===== config.mk =====
export PLATFORM = sky130hd
export DESIGN_NAME = text_tokenizer_quotes_comments_unit
export DESIGN_NICKNAME = d
export VERILOG_FILES = /design/src/design/ttqc_pkg.sv /design/src/design/ttqc_parser.sv /design/src/design/text_tokenizer_quotes_comments_unit.sv
export SDC_FILE = /design/constraint.sdc
export NUM_CORES = 1
export LEC_CHECK = 0
export BUFFER_PORTS_ARGS = -buffer_cell sky130_fd_sc_hd__buf_2
export CAP_MARGIN = 20
export CORE_UTILIZATION = 25
export DETAILED_ROUTE_END_ITERATION = 7
export PLACE_DENSITY = 0.38
export SLEW_MARGIN = 15
export SYNTH_ARGS = -nofsm -noshare
export SYNTH_HDL_FRONTEND = slang
export SYNTH_SLANG_ARGS = --single-unit

===== constraint.sdc =====
create_clock -name aclk -period 4.8 [get_ports aclk]
set_clock_uncertainty 0.2 [all_clocks]
set_input_delay 0.48 -clock aclk [delete_from_list [all_inputs] [get_ports aclk]]
set_output_delay 0.48 -clock aclk [all_outputs]
set_load 0.005 [all_outputs]

===== src/design/ttqc_pkg.sv =====
package ttqc_pkg;

    // token length limit (a token is cut after MAX_TOKEN - 1 bytes), and the counter that tracks it
    localparam int MAX_TOKEN = 1024;
    localparam int LEN_W     = $clog2(MAX_TOKEN);
    localparam logic [LEN_W-1:0] CUT_LEN = LEN_W'(MAX_TOKEN - 1);

    // most results one input byte can cause
    localparam int MAX_RES = 3;
    localparam int CNT_W   = $clog2(MAX_RES + 1);

    // character codes
    localparam logic [7:0] CH_NUL   = 8'h00;
    localparam logic [7:0] CH_TAB   = 8'h09;
    localparam logic [7:0] CH_LF    = 8'h0A;
    localparam logic [7:0] CH_CR    = 8'h0D;
    localparam logic [7:0] CH_SPACE = 8'h20;
    localparam logic [7:0] CH_QUOTE = 8'h22;
    localparam logic [7:0] CH_SLASH = 8'h2F;

    // result kinds
    typedef enum logic [1:0] {
        KIND_BYTE = 2'd0,
        KIND_END  = 2'd1,
        KIND_EOT  = 2'd2
    } kind_t;

    // one result beat, without its last flag
    typedef struct packed {
        kind_t      kind;
        logic [7:0] tbyte;
        logic       quoted;
    } result_t;

    // all results of one input byte, in order from entry 0
    typedef struct packed {
        logic [CNT_W-1:0]          count;
        result_t [MAX_RES-1:0]     res;
    } step_t;

endpackage


===== src/design/ttqc_parser.sv =====
module ttqc_parser (
    input  logic                 aclk,
    input  logic                 aresetn,
    input  logic                 load,
    input  logic [7:0]           in_byte,
    output ttqc_pkg::step_t      step
);

    typedef enum logic [2:0] {
        MODE_SKIP    = 3'd0,
        MODE_SLASH   = 3'd1,
        MODE_COMMENT = 3'd2,
        MODE_WORD    = 3'd3,
        MODE_QUOTED  = 3'd4
    } mode_t;

    mode_t                          mode_reg, mode_next;
    logic [ttqc_pkg::LEN_W-1:0]     len_reg, len_next;
    logic                           quoted_reg, quoted_next;

    // build one result; byte and quote flag are forced to zero where unused
    function automatic ttqc_pkg::result_t mk(ttqc_pkg::kind_t k, logic [7:0] b, logic q);
        ttqc_pkg::result_t r;
        r.kind   = k;
        r.tbyte  = (k == ttqc_pkg::KIND_BYTE) ? b : 8'h00;
        r.quoted = (k == ttqc_pkg::KIND_EOT) ? 1'b0 : q;
        return r;
    endfunction

    function automatic logic is_space(logic [7:0] b);
        return (b == ttqc_pkg::CH_SPACE) || (b == ttqc_pkg::CH_TAB) ||
               (b == ttqc_pkg::CH_CR) || (b == ttqc_pkg::CH_LF);
    endfunction

    // next state and results of one byte
    always_comb begin
        mode_t                          m;
        logic [ttqc_pkg::LEN_W-1:0]     ln;
        logic                           qt;
        logic [ttqc_pkg::CNT_W-1:0]     n;
        logic                           wb;
        ttqc_pkg::result_t [ttqc_pkg::MAX_RES-1:0] res;

        m   = mode_reg;
        ln  = len_reg;
        qt  = quoted_reg;
        n   = '0;
        wb  = 1'b0;
        res = '0;

        unique case (mode_reg)
            MODE_SLASH: begin
                if (in_byte == ttqc_pkg::CH_SLASH) begin
                    m = MODE_COMMENT;
                end else begin
                    // held slash opens a plain word
                    m  = MODE_WORD;
                    qt = 1'b0;
                    ln = '0;
                    res[n] = mk(ttqc_pkg::KIND_BYTE, ttqc_pkg::CH_SLASH, qt);
                    n  = n + 1'b1;
                    ln = ln + 1'b1;
                    if (ln >= ttqc_pkg::CUT_LEN) begin
                        res[n] = mk(ttqc_pkg::KIND_END, 8'h00, qt);
                        n  = n + 1'b1;
                        m  = MODE_SKIP;
                        ln = '0;
                        qt = 1'b0;
                    end
                    if (m == MODE_WORD) begin
                        wb = 1'b1;
                    end else if (in_byte == ttqc_pkg::CH_NUL) begin
                        res[n] = mk(ttqc_pkg::KIND_EOT, 8'h00, 1'b0);
                        n  = n + 1'b1;
                        m  = MODE_SKIP;
                        ln = '0;
                        qt = 1'b0;
                    end
                end
            end
            MODE_COMMENT: begin
                if (in_byte == ttqc_pkg::CH_NUL) begin
                    res[n] = mk(ttqc_pkg::KIND_EOT, 8'h00, 1'b0);
                    n  = n + 1'b1;
                    m  = MODE_SKIP;
                    ln = '0;
                    qt = 1'b0;
                end else if (in_byte == ttqc_pkg::CH_LF) begin
                    m = MODE_SKIP;
                end
            end
            MODE_WORD: begin
                wb = 1'b1;
            end
            MODE_QUOTED: begin
                if (in_byte == ttqc_pkg::CH_QUOTE) begin
                    res[n] = mk(ttqc_pkg::KIND_END, 8'h00, qt);
                    n  = n + 1'b1;
                    m  = MODE_SKIP;
                    ln = '0;
                    qt = 1'b0;
                end else if (in_byte == ttqc_pkg::CH_NUL) begin
                    res[n] = mk(ttqc_pkg::KIND_END, 8'h00, qt);
                    n  = n + 1'b1;
                    res[n] = mk(ttqc_pkg::KIND_EOT, 8'h00, 1'b0);
                    n  = n + 1'b1;
                    m  = MODE_SKIP;
                    ln = '0;
                    qt = 1'b0;
                end else begin
                    res[n] = mk(ttqc_pkg::KIND_BYTE, in_byte, qt);
                    n  = n + 1'b1;
                    ln = ln + 1'b1;
                    if (ln >= ttqc_pkg::CUT_LEN) begin
                        res[n] = mk(ttqc_pkg::KIND_END, 8'h00, qt);
                        n  = n + 1'b1;
                        m  = MODE_SKIP;
                        ln = '0;
                        qt = 1'b0;
                    end
                end
            end
            default: begin
                // skipping whitespace, also recovers from unused codes
                m = MODE_SKIP;
                if (in_byte == ttqc_pkg::CH_NUL) begin
                    res[n] = mk(ttqc_pkg::KIND_EOT, 8'h00, 1'b0);
                    n  = n + 1'b1;
                    ln = '0;
                    qt = 1'b0;
                end else if (is_space(in_byte)) begin
                    m = MODE_SKIP;
                end else if (in_byte == ttqc_pkg::CH_SLASH) begin
                    m = MODE_SLASH;
                end else if (in_byte == ttqc_pkg::CH_QUOTE) begin
                    m  = MODE_QUOTED;
                    qt = 1'b1;
                    ln = '0;
                end else begin
                    m  = MODE_WORD;
                    qt = 1'b0;
                    ln = '0;
                    res[n] = mk(ttqc_pkg::KIND_BYTE, in_byte, qt);
                    n  = n + 1'b1;
                    ln = ln + 1'b1;
                    if (ln >= ttqc_pkg::CUT_LEN) begin
                        res[n] = mk(ttqc_pkg::KIND_END, 8'h00, qt);
                        n  = n + 1'b1;
                        m  = MODE_SKIP;
                        ln = '0;
                        qt = 1'b0;
                    end
                end
            end
        endcase

        // plain word continuation
        if (wb) begin
            if (in_byte == ttqc_pkg::CH_NUL) begin
                res[n] = mk(ttqc_pkg::KIND_END, 8'h00, qt);
                n  = n + 1'b1;
                res[n] = mk(ttqc_pkg::KIND_EOT, 8'h00, 1'b0);
                n  = n + 1'b1;
                m  = MODE_SKIP;
                ln = '0;
                qt = 1'b0;
            end else if (is_space(in_byte)) begin
                res[n] = mk(ttqc_pkg::KIND_END, 8'h00, qt);
                n  = n + 1'b1;
                m  = MODE_SKIP;
                ln = '0;
                qt = 1'b0;
            end else begin
                res[n] = mk(ttqc_pkg::KIND_BYTE, in_byte, qt);
                n  = n + 1'b1;
                ln = ln + 1'b1;
                if (ln >= ttqc_pkg::CUT_LEN) begin
                    res[n] = mk(ttqc_pkg::KIND_END, 8'h00, qt);
                    n  = n + 1'b1;
                    m  = MODE_SKIP;
                    ln = '0;
                    qt = 1'b0;
                end
            end
        end

        mode_next   = m;
        len_next    = ln;
        quoted_next = qt;
        step.count  = n;
        step.res    = res;
    end

    // parser state, advanced once per accepted byte
    always_ff @(posedge aclk) begin
        if (!aresetn) begin
            mode_reg   <= MODE_SKIP;
            len_reg    <= '0;
            quoted_reg <= 1'b0;
        end else if (load) begin
            mode_reg   <= mode_next;
            len_reg    <= len_next;
            quoted_reg <= quoted_next;
        end
    end

endmodule


===== src/design/text_tokenizer_quotes_comments_unit.sv =====
// channel | ports                                               | beat
// input   | s_valid s_ready s_in_byte                           | one text byte, 0 ends text
// result  | m_valid m_ready m_out_kind m_token_byte             | one token byte, token end
//         | m_token_quoted m_run_last                           | or end of text
//
// a byte is parsed in the cycle it is accepted; its 0 to 3 results are loaded into
// a three-entry result buffer and leave one per cycle while m_ready is high, from
// the next cycle on. a new byte is taken whenever the buffer is empty or its last
// entry leaves: one byte per cycle unless m_ready is low or a byte yields 2 or 3 results.
// reset (aresetn low, synchronous) empties the buffer and returns to whitespace skip.
// a stall on the result side holds the buffer and blocks input while any result waits.
module text_tokenizer_quotes_comments_unit (
    input  logic        aclk,
    input  logic        aresetn,
    input  logic        s_valid,
    output logic        s_ready,
    input  logic [7:0]  s_in_byte,
    output logic        m_valid,
    input  logic        m_ready,
    output logic [1:0]  m_out_kind,
    output logic [7:0]  m_token_byte,
    output logic        m_token_quoted,
    output logic        m_run_last
);

    ttqc_pkg::step_t                 step;
    ttqc_pkg::result_t               buf_reg  [ttqc_pkg::MAX_RES];
    ttqc_pkg::result_t               buf_next [ttqc_pkg::MAX_RES];
    logic [ttqc_pkg::CNT_W-1:0]      rem_reg, rem_next;
    logic                            s_acc, m_acc;

    // handshakes
    assign m_valid = (rem_reg != '0);
    assign s_ready = (rem_reg == '0) || ((rem_reg == ttqc_pkg::CNT_W'(1)) && m_ready);
    assign s_acc   = s_valid && s_ready;
    assign m_acc   = m_valid && m_ready;

    ttqc_parser u_parser (
        .aclk    (aclk),
        .aresetn (aresetn),
        .load    (s_acc),
        .in_byte (s_in_byte),
        .step    (step)
    );

    // result buffer: shift out on a result beat, reload on an input beat
    always_comb begin
        for (int i = 0; i < ttqc_pkg::MAX_RES; i++) begin
            buf_next[i] = buf_reg[i];
        end
        rem_next = rem_reg;
        if (m_acc) begin
            for (int i = 0; i < ttqc_pkg::MAX_RES - 1; i++) begin
                buf_next[i] = buf_reg[i+1];
            end
            rem_next = rem_reg - 1'b1;
        end
        if (s_acc) begin
            for (int i = 0; i < ttqc_pkg::MAX_RES; i++) begin
                buf_next[i] = step.res[i];
            end
            rem_next = step.count;
        end
    end

    always_ff @(posedge aclk) begin
        if (!aresetn) begin
            rem_reg <= '0;
        end else begin
            rem_reg <= rem_next;
        end
    end

    always_ff @(posedge aclk) begin
        for (int i = 0; i < ttqc_pkg::MAX_RES; i++) begin
            buf_reg[i] <= buf_next[i];
        end
    end

    // result beat outputs
    assign m_out_kind     = buf_reg[0].kind;
    assign m_token_byte   = buf_reg[0].tbyte;
    assign m_token_quoted = buf_reg[0].quoted;
    assign m_run_last     = (rem_reg == ttqc_pkg::CNT_W'(1));

    // no input while more than one result is still queued
    a_no_overrun: assert property (@(posedge aclk) disable iff (!aresetn)
        (rem_reg > ttqc_pkg::CNT_W'(1)) |-> !s_ready)
        else $error("input taken while result buffer busy");

    // a byte without results leaves nothing behind
    a_silent_byte: assert property (@(posedge aclk) disable iff (!aresetn)
        (s_acc && (step.count == '0)) |=> !m_valid)
        else $error("result shown for a silent byte");

    // end of text is always the last result of its byte and never quoted
    a_eot_last: assert property (@(posedge aclk) disable iff (!aresetn)
        (m_valid && (m_out_kind == ttqc_pkg::KIND_EOT)) |-> (m_run_last && !m_token_quoted))
        else $error("end of text not last or marked quoted");

    // non-byte results carry a zero byte
    a_zero_byte: assert property (@(posedge aclk) disable iff (!aresetn)
        (m_valid && (m_out_kind != ttqc_pkg::KIND_BYTE)) |-> (m_token_byte == 8'h00))
        else $error("token byte set on a marker result");

endmodule


==> reports/metrics.cfg, run 1 <==
[cells_and_area]
largest_register_ffs = 33
design_area_sq_um = 4170
diodes = 0
seq_area_sq_um = 1310
fin_util_pct = 28.5
final_nets = 485
multi_input_area_sq_um = 2190
layout_common_cells = 55 x nand2_1, 35 x nor2_1, 34 x o21ai_0
syn2layout_area_growth_pct = 10.3
drive_gt1_share_pct = 14.0
layout_commonest_cell = nand2_1
nFillCells = 1589

[synth]
synth_top_family_by_area = compound AO/OA/AOI/OAI gates
synth_top_area_share_pct = 26.2
yosys.area_share.adder_pct = 3.31
synth_edf_count = 33
avgSynthCellArea_sq_um = 8.27
syn-cell-area_sq_um = 3780
synthXorXnorAreaFrac_pct = 1.39
yosysUniqueCellTypes = 73
synthTopCellsByArea = edfxtp_1 26%, dfxtp_1 8.5%, nand2_1 5.5%
synth_area_leader_cell = edfxtp_1
netlist_instances = 457
synthSimpleGateAreaFrac_pct = 24.2
ys_async_sr_fraction_pct = 0
synthMuxAreaShare_pct = 1.39
synth_compound_area_share_pct = 27.6
syn_nets = 479
synthFlopType = edfxtp_1
synth.yosys.seq_area_share_pct = 34.7
synth-seq-cells = 49
synth_warnings = 0

[routing]
drt-initial-drc-count = 320
drcViolationCount = 4
routedWlPerCell_microns = 18.7
wl_mm = 12.1
firstDrtPassIters = 6
ant_nets = 0
vias = 3506
vias_per_cell = 5.41

[floorplanning]
core-area_sq_um = 14600
ios = 26
die_y_microns = 125
start_util_pct = 25.8
placementRows = 44
fp.dieW_microns = 125
dieArea_sq_um = 15600

[timing]
max_freq_mhz = 225
finalSetupViolCount = 0
maxSlewHeadroom_pct = 38.9
hold_violations = 0
fin_crit_sh_pct = 92.6
tightest_slew_ns = 0.917
tns_ns = 0
slew_violations = 0
rsz0062_at_grt = false
period_needed_ns = 4.44

[clock_network]
htreeDepth = 2
ctsHoldBuffers = 0
clk_pin_slew_ns = 0.07
clock_sinks = 49
cts_tree = yes
post_cts_buffers = 0
insertion_delay_ns = 0.31
cts_resized = 0
numCtsBuffers = 5
cts_root_buf = clkbuf_16
cts_buffer_depth = 2

[outcome]
violations = design-rule violations
status = finished with violations

[pwr]
power_density_nw_per_um2 = 552
p_int_mw = 1.27
p_clk_share_pct = 15.7
max-vdd-ir-drop_mv = 0.168
power_frac_comb_pct = 50.4
swShare_pct = 45.0
power_switching_mw = 1.03
p_seq_share_pct = 33.8
total_power_mw = 2.30
power_leakage_nw = 1.49

[global_route]
grt_pass1_wl_mm = 19.6
antenna_found_initial = 0
grt_pass1_vias = 3378
grt_overflow = 0
grt_max_degree = 41
track_usage_pct = 16.2

[worst_setup_path]
crit_required_ns = 4.64
critical_path_class = register to register
reg2reg_depth = 12
cp_max_fo = 11
crit_path_start_kind = register
arrival_ns = 4.28
cp-end-kind = register

[placement]
dp_hpwl_mm = 8.87
port_buffers = 25
dpl-instance-area_sq_um = 4020
place.gp.congestion = 0.797

[run]
maxCapViolCount = 0

[worst_hold_path]
hold_class = register to register
whs_path_depth = 2

==> critical path: stages, from the launching register on <==
cell,delay [ns]
dfxtp_1,0.58
inv_1,0.16
ha_1,0.25
nand4_1,0.12
nor2_1,0.06
mux2_2,0.29
a21oi_1,0.72
o21ai_0,0.28
a22oi_1,0.39
and4_1,0.39
a211oi_2,0.14
a2111oi_2,0.52
a21oi_1,0.08
==> synth_stat cells (3+ instances only) <==
cell / instances
a22o_1: 8
a211oi_1: 4
buf_2: 7
dfxtp_1: 16
and3_1: 11
nand3_1: 19
o21ai_0: 34
ha_1: 10
buf_6: 3
nand2_1: 55
or4_1: 3
nor2_1: 35
o21bai_1: 5
nor3b_1: 3
nand4_1: 3
xnor2_1: 3
buf_4: 10
a22oi_1: 4
a21o_1: 4
nor4_1: 3
mux2i_1: 3
inv_1: 15
o31ai_1: 5
or2_2: 3
and2_1: 10
o221ai_1: 3
clkbuf_1: 19
nor2b_1: 4
a31oi_1: 10
nor3_1: 16
or3_1: 7
a21oi_1: 33
edfxtp_1: 33
xor2_1: 3
==> metrics by stage <==
step | setup WS (ns) | hold slack, ns | instances
2_1_floorplan | 0.919 | 0.264 | 457
3_3_place_gp | 0.234 | 0.294 | 640
3_5_place_dp | 0.238 | 0.293 | 640
4_1_cts | 0.376 | 0.303 | 648
5_1_grt | 0.0604 | 0.333 | 648
6_report | 0.357 | 0.296 | 648
==> power by group through the flow <==
stage	sequential, mW	clock, mW	combinational (mW)
after floorplan	0.722	0	0.899
after global placement	0.787	0	1.18
after detailed placement	0.785	0	1.16
after CTS	0.778	0.374	1.16
after global routing	0.797	0.391	1.28
final	0.778	0.362	1.16
==> final timing paths <==
check                            from             endpoint  slack [ns]
setup / recovery  u_parser.len_reg[0]        buf_reg[0][8]        0.36
hold / removal    u_parser.quoted_reg  u_parser.quoted_reg        0.30
setup reg to reg  u_parser.len_reg[0]        buf_reg[0][8]        0.36
hold reg to reg   u_parser.quoted_reg  u_parser.quoted_reg        0.30
==> cell type report <==
type                       instances  share of cell area [%]
clock buffer                       5                    3.00
clock inverter                     3                   0.420
inverter                          15                    1.35
multi-input combinational        352                    52.5
sequential                        49                    31.5
tap                              184                    5.53
timing repair buffer              40                    5.71
==> layer usage <==
metal | vias to the layer above | part of all wire (%) | GRT usage (%)
met4 | 0 | 1.6 | 4.52
met2 | 93 | 44 | 25.3
met3 | 17 | 4.5 | 3.17
met1 | 1678 | 50 | 22.6
li1 | 1718 | - | -
met5 | - | 0 | 0
==> cells by family after synthesis <==
family	Yosys count
AND/OR/NAND/NOR	183
buffers and inverters	56
XOR/XNOR	6
multiplexers	5
adder cells (fa/ha/maj)	10
AO/OA/AOI/OAI	148
flip-flops	49
No activity file was read; power rests on OpenSTA's default activity.
==> run 2: changes to the inputs <==
- ABC_AREA: unset -> 1
- REMOVE_ABC_BUFFERS: unset -> 1
==> reports/metrics.cfg, run 2 <==
[outcome]
status = completed

[floorplanning]
die_y_microns = 130  ; +3.7%
start_util_pct = 25.6  ; -0.18 points
placementRows = 46  ; +4.5%
core-area_sq_um = 15900  ; +8.5%
fp.dieW_microns = 130  ; +3.7%
ios = 26  ; unchanged
dieArea_sq_um = 16800  ; +7.6%

[synth]
synth_top_area_share_pct = 24.3  ; -1.9 points
netlist_instances = 572  ; +25%
ys_async_sr_fraction_pct = 0  ; unchanged
synthTopCellsByArea = edfxtp_1 24%, nand2_1 11%, dfxtp_1 7.9%
synthFlopType = edfxtp_1
synth_area_leader_cell = edfxtp_1
syn-cell-area_sq_um = 4070  ; +7.7%
yosysUniqueCellTypes = 47  ; -36%
synth.yosys.seq_area_share_pct = 32.2  ; -2.5 points
synth_edf_count = 33  ; unchanged
yosysMostFrequentCell = nand2_1
avgSynthCellArea_sq_um = 7.12  ; -14%
synth_warnings = 0  ; unchanged
synth-seq-cells = 49  ; unchanged
synth_common_cells = 118 x nand2_1, 65 x nor2_1, 59 x inv_1, 36 x nand3_1, 34 x a21oi_1

[global_route]
track_usage_pct = 17.0  ; +0.84 points
grt_overflow = 0  ; unchanged
grt_max_degree = 33  ; -20%
grt_pass1_wl_mm = 21.3  ; +8.5%
antenna_found_initial = 0  ; unchanged
grt_pass1_vias = 3817  ; +13%

[worst_setup_path]
arrival_ns = 4.08  ; -0.20 ns
crit_required_ns = 4.66  ; +0.02 ns
crit_path_start_kind = register
critical_path_class = register to register
cp_max_fo = 13  ; +2
cp-end-kind = register

[clock_network]
insertion_delay_ns = 0.31  ; about the same
cts_tree = yes
ctsHoldBuffers = 0  ; unchanged
htreeDepth = 2  ; unchanged
post_cts_buffers = 0  ; unchanged
cts_root_buf = clkbuf_16
cts_buffer_depth = 2  ; unchanged
clk_pin_slew_ns = 0.07  ; about the same
clock_sinks = 49  ; unchanged
numCtsBuffers = 5  ; unchanged
cts_resized = 0  ; unchanged

[cells_and_area]
layout_commonest_cell = nand2_1
diodes = 0  ; unchanged
syn2layout_area_growth_pct = 11.7
largest_register_ffs = 33  ; unchanged
drive_gt1_share_pct = 18.9  ; +4.9 points
final_nets = 607  ; +25%
layout_common_cells = 118 x nand2_1, 65 x nor2_1, 59 x inv_1

[pwr]
power_leakage_nw = 1.94  ; +30%
power_density_nw_per_um2 = 523  ; -5.3%
max-vdd-ir-drop_mv = 0.156  ; -6.7%
total_power_mw = 2.38  ; +3.4%

[timing]
hold_violations = 0  ; unchanged
finalSetupViolCount = 0  ; unchanged
rsz0062_at_grt = false
tns_ns = 0  ; unchanged
tightest_slew_ns = 0.892  ; -0.0254 ns
fin_crit_sh_pct = 88.0  ; -4.6 points
maxSlewHeadroom_pct = 40.5  ; +1.6 points
period_needed_ns = 4.22  ; -0.219 ns
slew_violations = 0  ; unchanged
max_freq_mhz = 237  ; +5.2%

[routing]
drt-initial-drc-count = 222  ; -31%
vias = 3909  ; +11%
routedWlPerCell_microns = 16.8  ; -10%
vias_per_cell = 4.87  ; -9.9%
firstDrtPassIters = 7  ; +1
drcViolationCount = 0  ; -4
ant_nets = 0  ; unchanged
wl_mm = 13.5  ; +11%

[placement]
place.gp.congestion = 0.860  ; +7.9%
dp_hpwl_mm = 10.4  ; +17%
port_buffers = 25  ; unchanged

[run]
maxCapViolCount = 0  ; unchanged

[worst_hold_path]
hold_class = register to register

[run 2: critical path, stage by stage (launching register included)]
cell and delay (ns):
dfxtp_1 0.56, nand3_1 0.21, nor2_2 0.15, nand2_1 0.06, nand2_1 0.05, nand2_1 0.12
nor2_2 0.17, nand3_4 0.16, nand2_4 0.12, a21oi_1 0.06, a2111oi_0 0.29, nor2_1 0.17
inv_1 0.15, ha_1 0.49, inv_1 0.30, nor2_1 0.16, inv_1 0.11, a311oi_1 0.30
a21oi_1 0.10
[run 2: area by class of cell]
cell class / count / area (sq um)
Fill cell: 1814 / 11300
Multi-Input combinational cell: 421 / 2320
Sequential cell: 49 / 1310
Inverter: 76 / 293
Tap cell: 216 / 270
Timing Repair Buffer: 32 / 185
Clock buffer: 6 / 129
Clock inverter: 2 / 38.8
[run 2: kinds of logic after synthesis]
logic type               count (synthesis)  share of synthesized area (%)
buffers and inverters                  102                           10.8
flip-flops                              49                           32.2
adder cells (fa/ha/maj)                 10                           3.07
AND/OR/NAND/NOR                        298                           36.4
XOR/XNOR                                 1                          0.215
AO/OA/AOI/OAI                          112                           17.3
[run 2: power by group]
group / switching, mW / internal, mW / total (mW)
clock network: 0.179 / 0.248 / 0.427
logic: 0.815 / 0.366 / 1.18
registers: 0.0939 / 0.675 / 0.769
[run 2: per-layer routing]
metal | GRT usage [%] | vias up | part of all wire, %
met5 | 0 | - | 0
met2 | 30.1 | 78 | 49
met4 | 5.81 | 0 | 2.3
met3 | 2.39 | 22 | 3.7
met1 | 21.0 | 1857 | 45
li1 | - | 1952 | -
[run 2: through the flow]
step	hold WS, ns	area [sq um]	cells	util (%)	setup WS (ns)
2_1_floorplan	0.255	3920	546	-	1.12
3_3_place_gp	0.296	4360	793	27.5	0.675
3_5_place_dp	0.302	4360	793	27.5	0.601
4_1_cts	0.313	4530	801	28.5	0.580
5_1_grt	0.340	4550	802	28.6	0.128
6_report	0.314	4550	802	28.6	0.576
[run 2: path summary, 6_finish.rpt]
check,start,endpoint,slack [ns],cells after the start
worst max-delay path,u_parser.len_reg[2],buf_reg[0][9],0.58,18
worst max register to register,u_parser.len_reg[2],buf_reg[0][9],0.58,18
worst min-delay path,u_parser.mode_reg[2],u_parser.mode_reg[2],0.31,2
worst min register to register,u_parser.mode_reg[2],u_parser.mode_reg[2],0.31,2
==> run 3: changes to the inputs <==
- MAX_ROUTING_LAYER: unset -> met4
- RECOVER_POWER: unset -> 50
==> reports/metrics.cfg, run 3 (synthesized netlist as in run 2, its figures left out) <==
[outcome]
status = completed

[global_route]
grt_overflow = 0  ; unchanged
grt_max_degree = 32  ; -3.0%
track_usage_pct = 17.7  ; +0.69 points
antenna_found_initial = 0  ; unchanged
grt_pass1_vias = 3978  ; +4.2%
grt_pass1_wl_mm = 21.9  ; +2.6%

[routing]
routedWlPerCell_microns = 16.8  ; about the same
met2WireLength_mm = 6.55  ; -0.15%
wl_mm = 13.5  ; +0.17%
ant_nets = 0  ; unchanged
drt-initial-drc-count = 219  ; -1.4%
firstDrtPassIters = 5  ; -2
vias_per_cell = 4.92  ; +1.0%
vias = 3953  ; +1.1%
m1WireLength_mm = 6.18  ; +0.96%
drcViolationCount = 0  ; unchanged
dr.max_layer_used = met4
dr_wl_met3_microns = 518  ; +5.1%

[pwr]
max-vdd-ir-drop_mv = 0.177  ; +13%
power_density_nw_per_um2 = 513  ; -1.9%
power_leakage_nw = 1.89  ; -2.6%

[worst_setup_path]
cp_top_family = simple AND/OR/NAND/NOR gates
slowest_delay_ns = 0.48  ; -0.08 ns
cp-end-kind = register
crit_path_top_delay_cell = dfxtp_1
crit_top_cell = inv_1
critical_path_class = register to register
crit_chain = ha_1 -> nand2_2 -> nor2_4 -> nand3_1 -> nand2_1 -> nand2_2 -> nor2_4 -> nand3_4 -> nand2_4 -> a21oi_1 -> a2111oi_0 -> nor2_1 -> inv_1 -> ha_2 -> inv_1 -> nor2_1 -> inv_1 -> a311oi_1 -> a21oi_1
cp_max_fo = 13  ; unchanged
cp-startpoint = u_parser.len_reg[0]
worstPathBufferInverterCount = 3  ; unchanged
crit_required_ns = 4.65  ; about the same
regToRegStartpoint = u_parser.len_reg[0]
arrival_ns = 3.90  ; -0.18 ns
crit_path_start_kind = register

[timing]
fin_crit_sh_pct = 84.2  ; -3.8 points
slew_violations = 0  ; unchanged
rsz0062_at_grt = false
tightest_slew_ns = 1.44  ; +0.550 ns
max_freq_mhz = 247  ; +4.5%
tns_ns = 0  ; unchanged
hold_violations = 0  ; unchanged
finalSetupViolCount = 0  ; unchanged
period_needed_ns = 4.04  ; -0.180 ns
maxSlewHeadroom_pct = 3.87  ; -37 points

[run]
maxCapViolCount = 0  ; unchanged

[floorplanning]
core-area_sq_um = 15900  ; unchanged
die_y_microns = 130  ; unchanged
start_util_pct = 25.6  ; unchanged
dieArea_sq_um = 16800  ; unchanged
placementRows = 46  ; unchanged
fp.dieW_microns = 130  ; unchanged
ios = 26  ; unchanged

[clock_network]
htreeDepth = 2  ; unchanged
insertion_delay_ns = 0.30  ; about the same
cts_tree = yes
clk_pin_slew_ns = 0.07  ; about the same
numCtsBuffers = 5  ; unchanged
cts_buffer_depth = 2  ; unchanged
clock_sinks = 49  ; unchanged
cts_root_buf = clkbuf_16

[cells_and_area]
largest_register_ffs = 33  ; unchanged
final_nets = 608  ; +0.16%
drive_gt1_share_pct = 17.0  ; -1.9 points
diodes = 0  ; unchanged
instances_no_fill = 803  ; +0.12%
syn2layout_area_growth_pct = 10.6
layout_commonest_cell = nand2_1
layout_common_cells = 118 x nand2_1, 65 x nor2_1, 59 x inv_1

[placement]
port_buffers = 25  ; unchanged
place.gp.congestion = 0.856  ; -0.47%
dp.cells = 794  ; +0.13%
dp_hpwl_mm = 10.5  ; +1.5%

[worst_hold_path]
worstHoldStart = u_parser.mode_reg[2]
hold_class = register to register

==> run 3: changes by cell type in the layout (fill, tap and decap cells not counted), sizes merged <==
| cell | change |
|---|---|
| clkbuf | +13 |
| clkinvlp | +1 |
| inv | +1 |
| bufinv | -1 |
| buf | -12 |
| clkinv | -1 |
==> run 3: worst reg2reg max path: stages, from the launching register on <==
cell	delay (ns)
dfxtp_1	0.48
ha_1	0.26
nand2_2	0.09
nor2_4	0.13
nand3_1	0.08
nand2_1	0.08
nand2_2	0.09
nor2_4	0.14
nand3_4	0.14
nand2_4	0.12
a21oi_1	0.06
a2111oi_0	0.29
nor2_1	0.18
inv_1	0.15
ha_2	0.37
inv_1	0.24
nor2_1	0.15
inv_1	0.12
a311oi_1	0.31
a21oi_1	0.10
==> run 3: where the power goes <==
group	switching (mW)	leakage (nW)	internal [mW]
clock network	0.168	0.0674	0.194
logic	0.828	1.37	0.348
registers	0.0928	0.457	0.678
total	1.09	1.89	1.22
==> run 3: final cells by class <==
cell class	instances	area (sq um)
timing repair buffer	33	164
multi-input combinational	421	2320
sequential	49	1310
fill	1815	11400
inverter	76	293
clock inverter	2	13.8
clock buffer	6	129
tap	216	270
==> run 3: through the flow <==
stage          total power, mW  hold WS [ns]  utilization, %  worst slack [ns]  area, sq um
3_3_place_gp              1.97         0.299            27.5             0.580         4370
6_report                  2.31         0.309            28.3             0.756         4500
4_1_cts                   2.35         0.314            28.4             0.522         4510
2_1_floorplan             1.53         0.255               -              1.12         3920
5_1_grt                   2.52         0.337            28.3            0.0872         4500
3_5_place_dp              1.97         0.303            27.5             0.482         4370
==> run 3: worst paths after layout <==
path	cells past startpoint	end	slack, ns
min reg2reg	2	u_parser.mode_reg[2]	0.31
max	19	buf_reg[0][9]	0.76
min	2	u_parser.mode_reg[2]	0.31
max reg2reg	19	buf_reg[0][9]	0.76
==> run 3: repair_timing <==
action | in CTS | in global routing
endpoints found under the setup margin | 0 | 2
setup buffers | 0 | 0
resized for setup | 0 | 1
hold buffers | 0 | 0
==> run 3: per-layer routing <==
layer / track usage (%) / vias to the layer above
li1: - / 1953
met1: 21.5 / 1883
met2: 30.1 / 97
met3: 2.60 / 20
met4: 5.34 / 0
met5: - / -
